**src/design/mphu_pkg.sv**
```systemverilog
`default_nettype none
// ----------------------------------------------------------------------------
// Modular polynomial hash unit package
// Shared widths, operation and register codes, and the types passed between
// the sequencer and the top level.
// ----------------------------------------------------------------------------
package mphu_pkg;

  localparam int unsigned HASH_W = 32;
  localparam int unsigned SYM_W  = 8;
  localparam int unsigned BITS_W = 5;
  localparam int unsigned CNT_W  = 6;

  localparam logic [1:0] OP_APPEND   = 2'd0;
  localparam logic [1:0] OP_CONCAT   = 2'd1;
  localparam logic [1:0] OP_SUBTRACT = 2'd2;

  localparam logic CFG_SYMBOL_BITS = 1'b0;
  localparam logic CFG_MODULUS     = 1'b1;

  localparam logic [BITS_W-1:0] SYMBOL_BITS_RST = 5'd8;
  localparam logic [HASH_W-1:0] MODULUS_RST     = 32'd787;

  typedef struct packed {
    logic [1:0]        operation;
    logic [SYM_W-1:0]  symbol;
    logic              first;
    logic [HASH_W-1:0] hash_a;
    logic [HASH_W-1:0] hash_b;
    logic [HASH_W-1:0] length;
  } mphu_item_t;

  typedef struct packed {
    logic [BITS_W-1:0] symbol_bits;
    logic [HASH_W-1:0] modulus;
  } mphu_cfg_t;

  typedef struct packed {
    logic              busy;
    logic              done;
    logic [HASH_W-1:0] value;
  } mphu_status_t;

endpackage
`default_nettype wire

```
**src/design/mphu_mod_step.sv**
```systemverilog
`default_nettype none
// ----------------------------------------------------------------------------
// Modular step unit
// Computes (2*acc + addend) mod m or (acc + addend) mod m for operands below m.
// ----------------------------------------------------------------------------
module mphu_mod_step
  import mphu_pkg::*;
(
  input  wire logic [HASH_W-1:0] acc_i,
  input  wire logic [HASH_W-1:0] addend_i,
  input  wire logic              dbl_i,
  input  wire logic [HASH_W-1:0] modulus_i,
  output logic [HASH_W-1:0]      result_o
);

  logic [HASH_W+2:0] sum;
  logic [HASH_W+2:0] m1;
  logic [HASH_W+2:0] m2;
  logic [HASH_W+2:0] diff1;
  logic [HASH_W+2:0] diff2;

  always_comb begin
    sum   = (dbl_i ? {2'b00, acc_i, 1'b0} : {3'b000, acc_i}) + {3'b000, addend_i};
    m1    = {3'b000, modulus_i};
    m2    = {2'b00, modulus_i, 1'b0};
    diff1 = sum - m1;
    diff2 = sum - m2;
    if (sum >= m2) begin
      result_o = diff2[HASH_W-1:0];
    end else if (sum >= m1) begin
      result_o = diff1[HASH_W-1:0];
    end else begin
      result_o = sum[HASH_W-1:0];
    end
  end

endmodule
`default_nettype wire

```
**src/design/mphu_engine.sv**
```systemverilog
`default_nettype none
// ----------------------------------------------------------------------------
// Hash sequencer
// Drives the shared modular step unit through reductions, shifts by the base,
// bit-serial multiplications and square-and-multiply powers.
// ----------------------------------------------------------------------------
module mphu_engine
  import mphu_pkg::*;
(
  input  wire logic       clk_i,
  input  wire logic       rst_ni,
  input  wire logic       start_i,
  input  wire mphu_item_t item_i,
  input  wire mphu_cfg_t  cfg_i,
  input  wire logic       out_free_i,
  output mphu_status_t    status_o
);

  localparam logic [3:0] ST_IDLE  = 4'd0;
  localparam logic [3:0] ST_RUN   = 4'd1;
  localparam logic [3:0] ST_H_SHF = 4'd2;
  localparam logic [3:0] ST_S_RED = 4'd3;
  localparam logic [3:0] ST_ADD   = 4'd4;
  localparam logic [3:0] ST_P_BIT = 4'd5;
  localparam logic [3:0] ST_P_MUL = 4'd6;
  localparam logic [3:0] ST_P_NXT = 4'd7;
  localparam logic [3:0] ST_A_MUL = 4'd8;
  localparam logic [3:0] ST_B_RED = 4'd9;
  localparam logic [3:0] ST_NEG   = 4'd10;
  localparam logic [3:0] ST_DONE  = 4'd11;

  logic [3:0]        state_q, state_d;
  logic [3:0]        ret_q, ret_d;
  logic [CNT_W-1:0]  cnt_q, cnt_d;
  logic [BITS_W-1:0] bit_q, bit_d;
  logic              started_q, started_d;
  logic [HASH_W-1:0] hash_q, hash_d;
  logic [HASH_W-1:0] acc_q, acc_d;
  logic [HASH_W-1:0] mcand_q, mcand_d;
  logic [HASH_W-1:0] mplier_q, mplier_d;
  logic [HASH_W-1:0] tmp_q, tmp_d;
  mphu_item_t        item_q, item_d;

  logic [HASH_W-1:0] one;
  logic [HASH_W-1:0] step_add;
  logic              step_dbl;
  logic [HASH_W-1:0] step_res;
  logic              done;

  assign one      = (cfg_i.modulus == 32'd1) ? '0 : 32'd1;
  assign step_dbl = (state_q != ST_ADD);
  assign step_add = (state_q == ST_ADD) ? tmp_q : (mplier_q[HASH_W-1] ? mcand_q : '0);

  mphu_mod_step u_step (
    .acc_i     (acc_q),
    .addend_i  (step_add),
    .dbl_i     (step_dbl),
    .modulus_i (cfg_i.modulus),
    .result_o  (step_res)
  );

  always_comb begin
    state_d   = state_q;
    ret_d     = ret_q;
    cnt_d     = cnt_q;
    bit_d     = bit_q;
    started_d = started_q;
    hash_d    = hash_q;
    acc_d     = acc_q;
    mcand_d   = mcand_q;
    mplier_d  = mplier_q;
    tmp_d     = tmp_q;
    item_d    = item_q;
    done      = 1'b0;
    case (state_q)
      ST_IDLE: begin
        if (start_i) begin
          item_d = item_i;
          if (cfg_i.modulus == '0) begin
            acc_d   = '0;
            state_d = ST_DONE;
          end else if (item_i.operation == OP_APPEND) begin
            acc_d    = '0;
            mcand_d  = one;
            mplier_d = item_i.first ? '0 : hash_q;
            cnt_d    = CNT_W'(HASH_W);
            ret_d    = ST_H_SHF;
            state_d  = ST_RUN;
          end else if (item_i.operation == OP_CONCAT || item_i.operation == OP_SUBTRACT) begin
            acc_d     = one;
            bit_d     = '1;
            started_d = 1'b0;
            state_d   = ST_P_BIT;
          end else begin
            acc_d   = '0;
            state_d = ST_DONE;
          end
        end
      end
      ST_RUN: begin
        acc_d    = step_res;
        mplier_d = {mplier_q[HASH_W-2:0], 1'b0};
        cnt_d    = cnt_q - 1'b1;
        if (cnt_q == CNT_W'(1)) begin
          state_d = ret_q;
        end
      end
      ST_H_SHF: begin
        mplier_d = '0;
        cnt_d    = {1'b0, cfg_i.symbol_bits};
        ret_d    = ST_S_RED;
        state_d  = (cfg_i.symbol_bits == '0) ? ST_S_RED : ST_RUN;
      end
      ST_S_RED: begin
        tmp_d    = acc_q;
        acc_d    = '0;
        mcand_d  = one;
        mplier_d = {item_q.symbol, {(HASH_W-SYM_W){1'b0}}};
        cnt_d    = CNT_W'(SYM_W);
        ret_d    = ST_ADD;
        state_d  = ST_RUN;
      end
      ST_ADD: begin
        acc_d   = step_res;
        state_d = ST_DONE;
      end
      ST_P_BIT: begin
        if (started_q) begin
          mcand_d  = acc_q;
          mplier_d = acc_q;
          acc_d    = '0;
          cnt_d    = CNT_W'(HASH_W);
          ret_d    = ST_P_MUL;
          state_d  = ST_RUN;
        end else begin
          state_d = ST_P_MUL;
        end
      end
      ST_P_MUL: begin
        if (item_q.length[bit_q]) begin
          started_d = 1'b1;
          mplier_d  = '0;
          cnt_d     = {1'b0, cfg_i.symbol_bits};
          ret_d     = ST_P_NXT;
          state_d   = (cfg_i.symbol_bits == '0) ? ST_P_NXT : ST_RUN;
        end else begin
          state_d = ST_P_NXT;
        end
      end
      ST_P_NXT: begin
        if (bit_q == '0) begin
          state_d = ST_A_MUL;
        end else begin
          bit_d   = bit_q - 1'b1;
          state_d = ST_P_BIT;
        end
      end
      ST_A_MUL: begin
        mcand_d  = acc_q;
        mplier_d = item_q.hash_a;
        acc_d    = '0;
        cnt_d    = CNT_W'(HASH_W);
        ret_d    = ST_B_RED;
        state_d  = ST_RUN;
      end
      ST_B_RED: begin
        tmp_d    = acc_q;
        acc_d    = '0;
        mcand_d  = one;
        mplier_d = item_q.hash_b;
        cnt_d    = CNT_W'(HASH_W);
        ret_d    = (item_q.operation == OP_SUBTRACT) ? ST_NEG : ST_ADD;
        state_d  = ST_RUN;
      end
      ST_NEG: begin
        tmp_d   = (tmp_q == '0) ? '0 : cfg_i.modulus - tmp_q;
        state_d = ST_ADD;
      end
      ST_DONE: begin
        if (out_free_i) begin
          done = 1'b1;
          if (item_q.operation == OP_APPEND) begin
            hash_d = acc_q;
          end
          state_d = ST_IDLE;
        end
      end
      default: begin
        state_d = ST_IDLE;
      end
    endcase
  end

  always_ff @(posedge clk_i or negedge rst_ni) begin
    if (!rst_ni) begin
      state_q   <= ST_IDLE;
      ret_q     <= ST_IDLE;
      cnt_q     <= '0;
      bit_q     <= '0;
      started_q <= 1'b0;
      hash_q    <= '0;
    end else begin
      state_q   <= state_d;
      ret_q     <= ret_d;
      cnt_q     <= cnt_d;
      bit_q     <= bit_d;
      started_q <= started_d;
      hash_q    <= hash_d;
    end
  end

  always_ff @(posedge clk_i) begin
    acc_q    <= acc_d;
    mcand_q  <= mcand_d;
    mplier_q <= mplier_d;
    tmp_q    <= tmp_d;
    item_q   <= item_d;
  end

  assign status_o.busy  = (state_q != ST_IDLE);
  assign status_o.done  = done;
  assign status_o.value = acc_q;

endmodule
`default_nettype wire

```
**src/design/modular_polynomial_hash_unit_core.sv**
```systemverilog
`default_nettype none
// ----------------------------------------------------------------------------
// Modular polynomial hash unit
// Karp-Rabin hash with base 2^symbol_bits: byte append, concatenate and
// subtract-prefix operations under a configured modulus.
// ----------------------------------------------------------------------------
// One item is in work at a time and the input is stalled until its result is
// handed to the output register. All arithmetic but the negation for subtract
// runs through one modular step unit that doubles and adds, or only adds, with
// a compare-and-subtract, so a modular multiplication runs bit-serially over
// the multiplier bits and a shift by the base doubles symbol_bits times. An
// append reduces the prefix hash, shifts it by the base, reduces the symbol
// and adds. Concatenate and subtract scan the exponent bits from the top,
// squaring at each bit below the top set bit and shifting at each set bit.
// Operation code 3 and a zero modulus return 0.
module modular_polynomial_hash_unit_core
  import mphu_pkg::*;
(
  input  wire logic              clk_i,
  input  wire logic              rst_ni,
  input  wire logic              in_valid_i,
  output logic                   in_stall_o,
  input  wire logic [1:0]        operation_i,
  input  wire logic [SYM_W-1:0]  symbol_i,
  input  wire logic              first_i,
  input  wire logic [HASH_W-1:0] hash_a_i,
  input  wire logic [HASH_W-1:0] hash_b_i,
  input  wire logic [HASH_W-1:0] length_i,
  output logic                   out_valid_o,
  input  wire logic              out_stall_i,
  output logic [HASH_W-1:0]      hash_value_o,
  input  wire logic              cfg_valid_i,
  output logic                   cfg_ready_o,
  input  wire logic              cfg_index_i,
  input  wire logic [HASH_W-1:0] cfg_data_i
);

  mphu_cfg_t         cfg_q;
  mphu_item_t        item;
  mphu_status_t      status;
  logic              in_xfer;
  logic              out_free;
  logic              out_valid_q;
  logic [HASH_W-1:0] out_hash_q;

  assign cfg_ready_o = 1'b1;

  always_ff @(posedge clk_i or negedge rst_ni) begin
    if (!rst_ni) begin
      cfg_q.symbol_bits <= SYMBOL_BITS_RST;
      cfg_q.modulus     <= MODULUS_RST;
    end else if (cfg_valid_i && cfg_ready_o) begin
      case (cfg_index_i)
        CFG_SYMBOL_BITS: cfg_q.symbol_bits <= cfg_data_i[BITS_W-1:0];
        CFG_MODULUS:     cfg_q.modulus     <= cfg_data_i;
        default:         cfg_q             <= cfg_q;
      endcase
    end
  end

  assign item.operation = operation_i;
  assign item.symbol    = symbol_i;
  assign item.first     = first_i;
  assign item.hash_a    = hash_a_i;
  assign item.hash_b    = hash_b_i;
  assign item.length    = length_i;

  assign in_stall_o = status.busy;
  assign in_xfer    = in_valid_i && !in_stall_o;
  assign out_free   = !out_valid_q || !out_stall_i;

  mphu_engine u_engine (
    .clk_i      (clk_i),
    .rst_ni     (rst_ni),
    .start_i    (in_xfer),
    .item_i     (item),
    .cfg_i      (cfg_q),
    .out_free_i (out_free),
    .status_o   (status)
  );

  always_ff @(posedge clk_i or negedge rst_ni) begin
    if (!rst_ni) begin
      out_valid_q <= 1'b0;
    end else if (status.done) begin
      out_valid_q <= 1'b1;
    end else if (!out_stall_i) begin
      out_valid_q <= 1'b0;
    end
  end

  always_ff @(posedge clk_i) begin
    if (status.done) begin
      out_hash_q <= status.value;
    end
  end

  assign out_valid_o  = out_valid_q;
  assign hash_value_o = out_hash_q;

  a_busy_after_transfer: assert property (@(posedge clk_i) disable iff (!rst_ni)
    in_xfer |=> in_stall_o)
    else $error("Input was not stalled after a transfer.");

  a_done_into_free_slot: assert property (@(posedge clk_i) disable iff (!rst_ni)
    status.done |-> out_free)
    else $error("Result produced while the output register was occupied.");

  a_result_from_engine: assert property (@(posedge clk_i) disable iff (!rst_ni)
    $rose(out_valid_q) |-> $past(status.done))
    else $error("Output became valid without a finished item.");

  a_done_only_busy: assert property (@(posedge clk_i) disable iff (!rst_ni)
    status.done |=> !status.busy)
    else $error("Sequencer stayed busy after delivering a result.");

endmodule
`default_nettype wire

```
**config.mk**
```make
export PLATFORM = sky130hd
export DESIGN_NAME = modular_polynomial_hash_unit_core
export DESIGN_NICKNAME = d
export VERILOG_FILES = /design/src/design/mphu_pkg.sv /design/src/design/mphu_mod_step.sv /design/src/design/mphu_engine.sv /design/src/design/modular_polynomial_hash_unit_core.sv
export SDC_FILE = /design/constraint.sdc
export NUM_CORES = 1
export LEC_CHECK = 0
export ABC_AREA = 1
export BUFFER_PORTS_ARGS = -buffer_cell sky130_fd_sc_hd__clkbuf_2
export CAP_MARGIN = 15
export CORE_MARGIN = 2
export CORE_UTILIZATION = 55
export DETAILED_ROUTE_END_ITERATION = 6
export GPL_ROUTABILITY_DRIVEN = 0
export MAX_ROUTING_LAYER = met4
export PLACE_DENSITY = 0.83
export SLEW_MARGIN = 20
export SYNTH_ARGS = -nofsm -noshare
export SYNTH_HDL_FRONTEND = slang
export SYNTH_SLANG_ARGS = --single-unit
```
**constraint.sdc**
```tcl
create_clock -name clk_i -period 11.35 [get_ports clk_i]
set_input_delay 2.27 -clock clk_i [delete_from_list [all_inputs] [get_ports clk_i]]
set_output_delay 2.27 -clock clk_i [all_outputs]
set_load 0.03 [all_outputs]
```
Yosys cells after proc, flatten, opt, wreduce, memory -nomap -nowiden
Index checks and enable logic that the tools add are counted.
- add/subtract/negate cells: 6
- multiply operators: 0
- div/mod/pow operators: 0
- $lt $le $gt $ge: 3
- eq/ne operators: 28
- shift operators: 0
- muxes and demuxes: 68
- bitwise logic cells: 1
- reductions and logical operators: 38
- operator list (kind ; number):
    two-way mux 32 bit ; 19
    one-hot mux 32 bit (4 select lines) ; 2
    one-hot mux 32 bit (8 select lines) ; 1
    subtractor 32 bit ; 3
    zero test 32 bit ; 2
    one-hot mux 32 bit (2 select lines) ; 1
    two-way mux 4 bit ; 14
    one-hot mux 6 bit (7 select lines) ; 1
    one-hot mux 4 bit (10 select lines) ; 1
    adder 33 x 32 -> 34 bit ; 1
    >= comparator 34 x 32 -> 1 bit ; 1
    >= comparator 34 x 33 -> 1 bit ; 1
    two-way mux 33 bit ; 1
    equality test 32 x 1 -> 1 bit (second input constant) ; 1
    two-way mux 6 bit ; 5
    AND reduction 6 bit ; 5
    one-hot mux 4 bit (7 select lines) ; 1
    two-way mux 5 bit ; 5
    equality test 4 x 3 -> 1 bit (second input constant) ; 4
    equality test 4 bit (second input constant) ; 4
    nonzero test 7 bit ; 2
    inequality test 2 x 1 -> 1 bit (second input constant) ; 6
    nonzero test 4 bit ; 3
    two-way mux 1 bit ; 11
    other kinds (29) ; 49
- register bits: 356
- latch bits: 0
- memory bits (writable): 0
- ROM bits: 0
- memories: 0

Logic depth before layout (Yosys ltp)
Gate-level depths: netlist of run 1.
- word-level depth: 7
- gate-level depth with buffers: 39
- depth with buffers taken out: 37

Modules after synthesis
From an unflattened synthesis of run 1, not the netlist that was laid out.
- cell total of the unflattened synthesis: 3359
- area, all modules: 25014.0 sq um
- modules (own cells, without submodules) (module ; instances ; cells an instance ; area each (sq um)):
    mphu_engine ; 1 ; 1636 ; 14690.3
    mphu_mod_step ; 1 ; 1521 ; 7828.8
    modular_polynomial_hash_unit_core ; 1 ; 202 ; 2494.9

Worst setup path before layout of run 1
No wires, ideal clock.
- kind: input port to flip-flop
- start: in in_valid_i
- end: reg u_engine.item_q[0] in the netlist's numbering (enable)
- library setup time: 572 ps
- arrival: 6692 ps
- required time: 10778 ps
- slack: 4086 ps
- stages on the path: 2
- cells stage by stage: inv_1 nor2_1
- word-level cells in the longest chain between the ends: 2
- RTL lines (item ; line ; RTL):
    start: declaration ; modular_polynomial_hash_unit_core.sv:21 ; input wire logic in_valid_i,
    logical AND 1 bit ; modular_polynomial_hash_unit_core.sv:69 ; assign in_xfer = in_valid_i && !in_stall_o;
    AND reduction 2 bit (no source line) ; n/a ;
    end signal: assignment ; mphu_engine.sv:217 ; item_q <= item_d;
    end: declaration ; mphu_engine.sv:42 ; mphu_item_t item_q, item_d;
Every way passes these cells.
A chain may end at the register's enable or synchronous reset.

Worst setup path after layout of run 1
- start: reg u_engine.state_q[1]
- end: reg u_engine.acc_q[25] (data pin)
- word-level cells in the longest chain between the ends: 7
- elaborated cells on any way between the ends: 20
- those cells by class: add/sub: 3; order compare: 2; eq/ne: 7; mux: 5; reduce/logical: 3
- RTL lines (item ; line ; RTL):
    start: declaration ; mphu_engine.sv:32 ; logic [3:0] state_q, state_d;
    start signal: assignment ; mphu_engine.sv:203 ; state_q <= state_d;
    inequality test 4 x 3 -> 1 bit or equality test 4 x 3 -> 1 bit (tied branches) ; mphu_engine.sv:51, mphu_engine.sv:52, mphu_engine.sv:75 ;
    two-way mux 33 bit or two-way mux 32 bit (tied branches) ; mphu_mod_step.sv:23, mphu_engine.sv:52 ;
    adder 33 x 32 -> 34 bit ; mphu_mod_step.sv:23 ; sum = (dbl_i ? {2'b00, acc_i, 1'b0} : {3'b000, acc_i}) + {3'b000, addend_i};
    subtractor 32 bit or >= comparator 34 x 32 -> 1 bit (tied branches) ; mphu_mod_step.sv:26, mphu_mod_step.sv:30 ;
    two-way mux 32 bit ; mphu_mod_step.sv:30 ; end else if (sum >= m1) begin
    two-way mux 32 bit ; mphu_mod_step.sv:28 ; if (sum >= m2) begin
    one-hot mux 32 bit (4 select lines) * ; mphu_engine.sv:75 ; case (state_q)
    net u_engine.acc_d[25] ; mphu_engine.sv:38 ; logic [HASH_W-1:0] acc_q, acc_d;
    end signal: assignment ; mphu_engine.sv:213 ; acc_q <= acc_d;
    end: declaration ; mphu_engine.sv:38 ;
Mark *: on every way through the listed nets, which the timed path passes. The rest lies on a longest branch.

==> results.txt, run 1 <==
For this design the top-level I/O count stands at between 150 and 200. The hold violation count in the final report is 0. For the final routed database, the setup TNS stands at 0 ns. The total number of clock tree sinks came out at 356. The number of antenna violations at the first check in global routing was 0. The fill cell total of the finished layout came out at around 3800. The vias after detailed routing is about 23000. The post-synthesis net count came out at ~3400. Summing every instance area after synthesis gives approximately 24000 sq um. The worst setup path is captured at a register. The effective utilization at floorplan came out at between 50% and 60%.

The library cell used most frequently in the layout, excluding fill and tap cells, is sky130_fd_sc_hd__nand2_1. The number of buffers on the longest clock path is 3. The number of global-route vias before repair is about 21000.

The wire length of the first global-routing pass came out at ~110 mm. The peak per-stage delay on the critical path came out at approximately 0.72 ns. The maximum number of pins on one net before global-route repair is 120. The placement row count is 76. The reg2reg setup slack is around 4.8 ns. The clock arrives with 0.0287 ns of skew. The count of final setup violators came out at 0. The biggest fanout along the worst timing path is 119. The required time at the endpoint of the critical path came out at ~12 ns.

The final core utilization came out at 62.2%. The total clock buffers created by CTS is 40. The achievable frequency came out at ~150 MHz. The number of synthesized flops with an enable pin came out at 266. Each instance of the synthesized netlist takes up on average 7.77 sq um. In the layout the commonest cells are sky130_fd_sc_hd__nand2_1, sky130_fd_sc_hd__inv_1, sky130_fd_sc_hd__nor2_1. In this run the tightest slew margin relative to its limit is approximately a third.

The width of the die is about 210 um. The initial detailed-routing violation count came out at between 2000 and 3000. After technology mapping, the gate count stands at around 3100. The min-delay analysis places its worst path in the category register to register. The die covers ~45000 sq um. The final critical-path setup slack is about 4.8 ns.

The final layout contains about 3500 nets. The placeable core area came out at 43000 sq um. The first-pass iteration count of the detailed router came out at 7.

In this run the vertical extent of the chip is ~210 um. The root buffer cell chosen for the clock tree is sky130_fd_sc_hd__clkbuf_16. The final critical path takes up a little under three fifths of the cycle.

The post-synthesis sequential element count is approximately 360. The ratio of total power to cell area is ~260 nW/um^2. The cell with the largest stage delay on the worst path is sky130_fd_sc_hd__buf_4. The critical path is of the register to register type. The residual DRC count came out at 13. The max-slew violation count came out at 0. Yosys mapped the design onto slightly above 60 distinct sky130hd cell types.

The worst supply voltage drop on vdd came out at roughly 0.21 mV. The count of max-cap constraint violations is 0. The cell type contributing the most total cell area after synthesis is sky130_fd_sc_hd__edfxtp_1. The synthesis-to-layout area growth is 11.9%. Setup repair after global routing left no endpoint under its margin. The share of cells above drive strength 1 came out at a little over a tenth.

TritonCTS built the clock tree. The final antenna diode count is 0. The leakage power came out at between 10 and 15 nW. The total setup buffers inserted after CTS is 0. The worst slack at placement is just over 5 ns. The number of resized instances in the post-cts repair step came out at 0.

The post-detailed-route wirelength per cell came out at 19.4 um. The checks that failed: DRC. The area fraction of the dominant cell type after synthesis is 33.5%. At the worst endpoint, the arrival time is ~6.8 ns. Once detail routing completed, the nets flagged for antenna violations numbered 0. The aggregate global-route resource usage is 34.0%. The number of warnings reported in the yosys synthesis log is 0. The element type at the critical path start is a register. The number of hold buffers added after CTS was 0. Clock latency on the worst-skew pair, taken at its later pin, is a little under 0.6 ns. By area the synthesized netlist is led by sky130_fd_sc_hd__edfxtp_1, sky130_fd_sc_hd__nand2_1, sky130_fd_sc_hd__dfrtp_1.

Summed over all layers, the routed wires come to around 75 mm. The H-tree depth came out at 2. Counting stages on the worst path, the most repeated cell is sky130_fd_sc_hd__nand2_1.

The half-perimeter wire length of the detailed placement result came out at 57.4 mm. After synthesis, flip-flops and latches occupy a little over two fifths of the total area. The predominant post-synthesis flop cell is sky130_fd_sc_hd__edfxtp_1. The clock period minus worst slack is around 6.5 ns. The share of async-settable or async-resettable flops after synthesis is between 20 and 30%. Summed over all layers, the global routing overflow is 0. The run finished, with violations left. The actual transition at the worst max-transition pin came out at between 1 and 1.5 ns. After clock tree synthesis, the clock-pin slew on the worst setup and hold paths is approximately 0.06 ns.

During placement, the flow inserted port buffers numbering ~180. The via count normalized by instance count is 5.89.
## Yosys cell counts (3+ instances only)
cell type	instances
sky130_fd_sc_hd__clkbuf_1	51
sky130_fd_sc_hd__nor3_1	31
sky130_fd_sc_hd__or2_2	17
sky130_fd_sc_hd__nand2_2	9
sky130_fd_sc_hd__o211ai_1	17
sky130_fd_sc_hd__a21oi_1	195
sky130_fd_sc_hd__a211oi_1	5
sky130_fd_sc_hd__xnor2_1	27
sky130_fd_sc_hd__dfstp_2	6
sky130_fd_sc_hd__xor2_1	35
sky130_fd_sc_hd__buf_2	12
sky130_fd_sc_hd__o22ai_1	18
sky130_fd_sc_hd__nor2_1	320
sky130_fd_sc_hd__a21oi_2	16
sky130_fd_sc_hd__nor2_4	4
sky130_fd_sc_hd__buf_6	3
sky130_fd_sc_hd__nand4_1	49
sky130_fd_sc_hd__nand2_1	759
sky130_fd_sc_hd__edfxtp_1	266
sky130_fd_sc_hd__o21bai_1	26
sky130_fd_sc_hd__a21o_1	8
sky130_fd_sc_hd__a31oi_1	5
sky130_fd_sc_hd__o21a_1	7
sky130_fd_sc_hd__inv_1	431
sky130_fd_sc_hd__o21ai_1	26
sky130_fd_sc_hd__a221oi_1	33
sky130_fd_sc_hd__dfrtp_1	84
sky130_fd_sc_hd__nand3_1	140
sky130_fd_sc_hd__a21boi_0	11
sky130_fd_sc_hd__nor2_2	5
sky130_fd_sc_hd__fa_1	4
sky130_fd_sc_hd__o21ai_0	242
sky130_fd_sc_hd__nand3b_1	14
sky130_fd_sc_hd__inv_2	16
sky130_fd_sc_hd__nor4_1	12
sky130_fd_sc_hd__ha_1	132
## path summary, 6_finish.rpt
| kind | cells after the start | from | to |
|---|---|---|---|
| min in group asynchronous | 1 | rst_ni | u_engine.hash_q[18] |
| max in group asynchronous | 2 | rst_ni | cfg_q[11] |
| setup reg to reg | 29 | u_engine.state_q[1] | u_engine.acc_q[25] |
| hold / removal | 2 | u_engine.hash_q[26] | u_engine.hash_q[26] |
| hold reg to reg | 2 | u_engine.hash_q[26] | u_engine.hash_q[26] |
| setup / recovery | 29 | u_engine.state_q[1] | u_engine.acc_q[25] |
## final cells by class
cell class | count | area (sq um) | share of cell area (%)
clock buffers | 59 | 1120 | 4.20
clock inverters | 14 | 220 | 0.824
inverters | 449 | 1690 | 6.31
multi-input cells | 2195 | 11700 | 43.7
flip-flops and latches | 356 | 10200 | 38.3
well taps | 585 | 732 | 2.74
repair buffers | 194 | 1030 | 3.87
## layer usage
metal / wire, um / track usage, % / up-vias
li1: - / - / 10600
met1: 28800 / 43.6 / 10500
met2: 32300 / 50.3 / 1339
met3: 9240 / 8.29 / 292
met4: 4480 / 17.2 / 0
met5: 0 / - / -
## cell families (layout without fill, tap and decap cells)
kind of cell / count (synthesis) / after routing / synth area share [%]
compound gates: 623 / 623 / 15.0
xor+xnor: 62 / 62 / 2.27
fa+ha+maj: 136 / 136 / 7.25
buf+inv: 521 / 716 / 8.47
flops: 356 / 356 / 42.9
other cells: 1 / 1 / 0.0157
simple gates: 1373 / 1373 / 24.1
## registers in the layout, summed over array words and instances, names as in the netlist
name / flops
u_engine.hash_q: 32
u_engine.started_q: 1
u_engine.ret_q: 4
u_engine.bit_q: 5
u_engine.tmp_q: 32
out_valid_o: 1
u_engine.cnt_q: 6
u_engine.acc_q: 32
u_engine.item_q: 106
cfg_q: 37
u_engine.state_q: 4
u_engine.mplier_q: 32
u_engine.mcand_q: 32
hash_value_o: 32
## through the flow
step | hold slack (ns) | total power, mW | cells | area [sq um]
after global routing | 0.508 | 7.38 | 3852 | 26700
after global placement | 0.460 | 5.38 | 3778 | 25400
after floorplan | 0.442 | 4.41 | 3072 | 23900
after CTS | 0.487 | 6.80 | 3851 | 26700
final | 0.485 | 6.97 | 3852 | 26700
after detailed placement | 0.471 | 5.43 | 3778 | 25400
## power breakdown
part	internal (mW)	switching [mW]	leakage [nW]
clock	0.806	0.538	0.651
combinational	1.21	2.67	8.14
sequential	1.59	0.148	3.66
## critical path: cells and delay by family, from the launching register on
kind	cells	cell delay, ns
compound gates	2	0.35
simple gates	20	2.88
buf+inv	4	1.10
flops	1	0.48
xor+xnor	1	0.55
fa+ha+maj	2	0.84
Note: power is estimated with default switching activity, not from simulation.
==> run 2: changes to the inputs <==
==> constraint.sdc (replaced) <==
create_clock -name clk_i -period 6.3 [get_ports clk_i]
set_input_delay 1.26 -clock clk_i [delete_from_list [all_inputs] [get_ports clk_i]]
set_output_delay 1.26 -clock clk_i [all_outputs]
set_load 0.03 [all_outputs]
==> run 2 against run 1 <==
Net effect:
- the run still ends with DRC left
- sequential cell count unchanged
- sequential power increased by 80%
- clock power up 75%
- maximum frequency grew 10%
- clock skew grew 0.012 ns
- worst hold slack worse by 0.0014 ns
- combinational power is 83% higher
- count of clock-buffer cells in the layout shrank 1
- first-iteration DRC count grew 2.1%
- largest cell class unchanged
==> results.txt, run 2 (synthesis results as in run 1) <==
The number of buffers on the longest clock path came to 3 (unchanged). The register with the most flip-flops in the final layout is u_engine.item_q. The run finished, with violations left.

TritonCTS built the clock tree. The leakage power was 12.5 nW (+0.20%). Grouping stages by cell kind, the critical path spends the most delay in simple AND/OR/NAND/NOR gates. The worst slew margin relative to its limit is 32.1% (-0.74 points). The placeable core area is 43000 sq um (unchanged).

The number of nets in the layout came out at 3523 (+0.17%). The library cell used as clock root buffer is sky130_fd_sc_hd__clkbuf_16. The count of input and output buffers is 178 (unchanged). The total placed cells including tap cells came out at 3784 (+0.16%). The post-detailed-route wirelength per cell is 19.5 um (+0.50%). The initial detailed-routing violation count came out at 2980 (+2.1%). The width of the die is 212 um (unchanged). The total number of clock tree sinks was 356 (unchanged). The tightest min-delay check is of the register to register type. The number of resized instances in the post-cts repair step came out at 0 (unchanged).

The count of buffer and inverter cells on the critical path came out at 3 (-1). The critical path in this run is classified as register to register. The source-to-sink clock delay at the later pin of the worst-skew pair came to 0.60 ns (+0.02 ns).

The max-slew violation count came out at 0 (unchanged). The number of antenna violations at the first check in global routing is 0 (unchanged). The required time at the endpoint of the critical path came to 6.63 ns (-5.04 ns). The synthesis-to-layout area growth was 12.0% (about the same). The fraction of power consumed by the clock network came to 18.6% (-0.7 points).

The final clock period utilization by the worst path came out at 94.0% (+37 points). The placed standard-cell area was 25400 sq um (+0.28%). The post-CTS clock slew at the launch and capture registers of the worst setup and hold paths came out at 0.06 ns (about the same). The most prevalent standard cell on the critical path is sky130_fd_sc_hd__nand2_1. The placement row count came out at 76 (unchanged). The overall die area was 45100 sq um (unchanged). The routed wire length came out at 75.4 mm (+0.69%).

The number of global-route vias before repair is 21100 (+1.3%). The overall overflow remaining after global route is 0 (unchanged). In the final layout, the registers with the most flip-flops are u_engine.item_q (106), cfg_q (37). The achievable frequency is 169 MHz (+10%). The switching power summed over all nets came to 6.17 mW (+84%).

The number of routed nets with antenna violations is 0 (unchanged). The final antenna diode count came to 0 (unchanged). The final reports fail on DRC.

The count of hold-fix buffers inserted at cts came to 0 (unchanged). The residual DRC count came to 22 (+9). The worst supply voltage drop on vdd came to 0.326 mV (+55%). The worst-case hold slack came out at 0.484 ns (-0.00141 ns).

For this design, the slowest cell found on the critical path is sky130_fd_sc_hd__o21ai_0. The via count normalized by instance count came out at 5.90 (+0.11%). The combinational cell fraction of total power was 56.5% (+0.8 points). The first-pass iteration count of the detailed router came to 7 (unchanged). The peak per-stage delay on the critical path came out at 0.52 ns (-0.20 ns). The cell area after layout came to 26700 sq um (about the same). The ratio of total power to cell area came to 471 nW/um^2 (+80%). The vias after detailed routing came out at 22800 (+0.30%). The effective utilization at floorplan came out at 55.6% (unchanged). The worst path arrival time is 6.25 ns (-0.58 ns). The post-route non-filler standard cell count came to 3859 (+0.18%).

The clock period minus worst slack is 5.92 ns (-0.590 ns). The count of max-cap constraint violations came out at 0 (unchanged). The H-tree depth came to 2 (unchanged). Setup repair after global routing left no endpoint under its margin.

The count of final setup violators is 0 (unchanged). The number of flip-flops under the largest register name is 106 (unchanged). The hold violation count in the final report was 0 (unchanged). The share of cells above drive strength 1 was 10.8% (+0.28 points). The vertical die dimension is 212 um (unchanged). The internal cell power came out at 6.42 mW (+78%). The power consumption came out at 12.6 mW (+81%). In the layout the commonest cells are sky130_fd_sc_hd__nand2_1, sky130_fd_sc_hd__inv_1, sky130_fd_sc_hd__nor2_1. The half-perimeter wire length of the detailed placement result came out at 58.0 mm (+1.1%). STA classifies the critical path endpoint as a register. The library cell used most frequently in the layout, excluding fill and tap cells, is sky130_fd_sc_hd__nand2_1.

The wire length of the first global-routing pass came out at 114 mm (+0.36%). The share of total power consumed by net switching is 49.0% (+0.83 points). The share of total power in sequential cells came out at 24.9% (about the same). The setup TNS came to 0 ns (unchanged). The biggest fanout along the worst timing path came out at 37 (-69%). The I/O pin count is 180 (unchanged). The total setup buffers inserted after CTS is 0 (unchanged). The maximum number of pins on one net before global-route repair is 94 (-22%). STA classifies the critical path startpoint as a register. The final setup skew is 0.0411 ns (+0.0125 ns). The total clock buffers created by CTS came out at 40 (unchanged).

The aggregate global-route resource usage is 34.0% (about the same). The actual transition at the worst max-transition pin is 1.02 ns (+0.0110 ns).
[run 2: cell count changes in the layout (fill, tap and decap cells not counted), moves of 2 or more]
cell	change
sky130_fd_sc_hd__clkbuf_8	+2
sky130_fd_sc_hd__clkinv_4	+2
sky130_fd_sc_hd__bufinv_16	-4
sky130_fd_sc_hd__clkinv_2	+3
sky130_fd_sc_hd__clkbuf_1	-3
sky130_fd_sc_hd__buf_4	+4
sky130_fd_sc_hd__buf_12	+2
[run 2: final cells by class]
type                       count  area (sq um)
fill                        3782         16200
tap                          585           732
timing repair buffer         200          1090
inverter                     449          1690
sequential                   356         10200
clock buffer                  58          1140
multi-input combinational   2195         11700
clock inverter                16           169
[run 2: metrics by stage]
stage | setup WS [ns] | util [%]
3_3_place_gp | 0.776 | 59.1
5_1_grt | 0.0476 | 62.2
3_5_place_dp | 0.663 | 59.1
4_1_cts | 0.608 | 62.2
2_1_floorplan | 0.0460 | -
6_report | 0.378 | 62.2
[run 2: path summary, 6_finish.rpt]
kind                                       end                start  slack (ns)  cells past startpoint
max reg2reg                 u_engine.acc_q[26]  u_engine.state_q[1]        0.38                     33
min reg2reg                u_engine.hash_q[26]  u_engine.hash_q[26]        0.48                      2
max                         u_engine.acc_q[26]  u_engine.state_q[1]        0.38                     33
max in group asynchronous          out_valid_o               rst_ni        4.49                      2
min                        u_engine.hash_q[26]  u_engine.hash_q[26]        0.48                      2
min in group asynchronous  u_engine.hash_q[19]               rst_ni        0.68                      1
[run 2: power groups by stage]
| stage | combinational (mW) | sequential [mW] | clock [mW] |
|---|---|---|---|
| 3_5_place_dp | 6.73 | 3.15 | 0 |
| 4_1_cts | 6.78 | 3.11 | 2.36 |
| 5_1_grt | 7.65 | 3.13 | 2.44 |
| 3_3_place_gp | 6.64 | 3.16 | 0 |
| 2_1_floorplan | 4.96 | 2.99 | 0 |
| 6_report | 7.11 | 3.14 | 2.34 |
[run 2: routing by layer]
metal	vias up	GRT usage (%)	part of all wire, %
li1	10600	-	-
met3	293	7.99	13
met2	1427	51.1	44
met1	10400	43.4	38
met4	0	16.6	5.5
met5	-	-	0
[run 2: worst min-delay path, cell delays in order (launching register included)]
cell	delay, ns
sky130_fd_sc_hd__dfrtp_1	0.34
sky130_fd_sc_hd__nand2_1	0.05
sky130_fd_sc_hd__o21ai_0	0.06
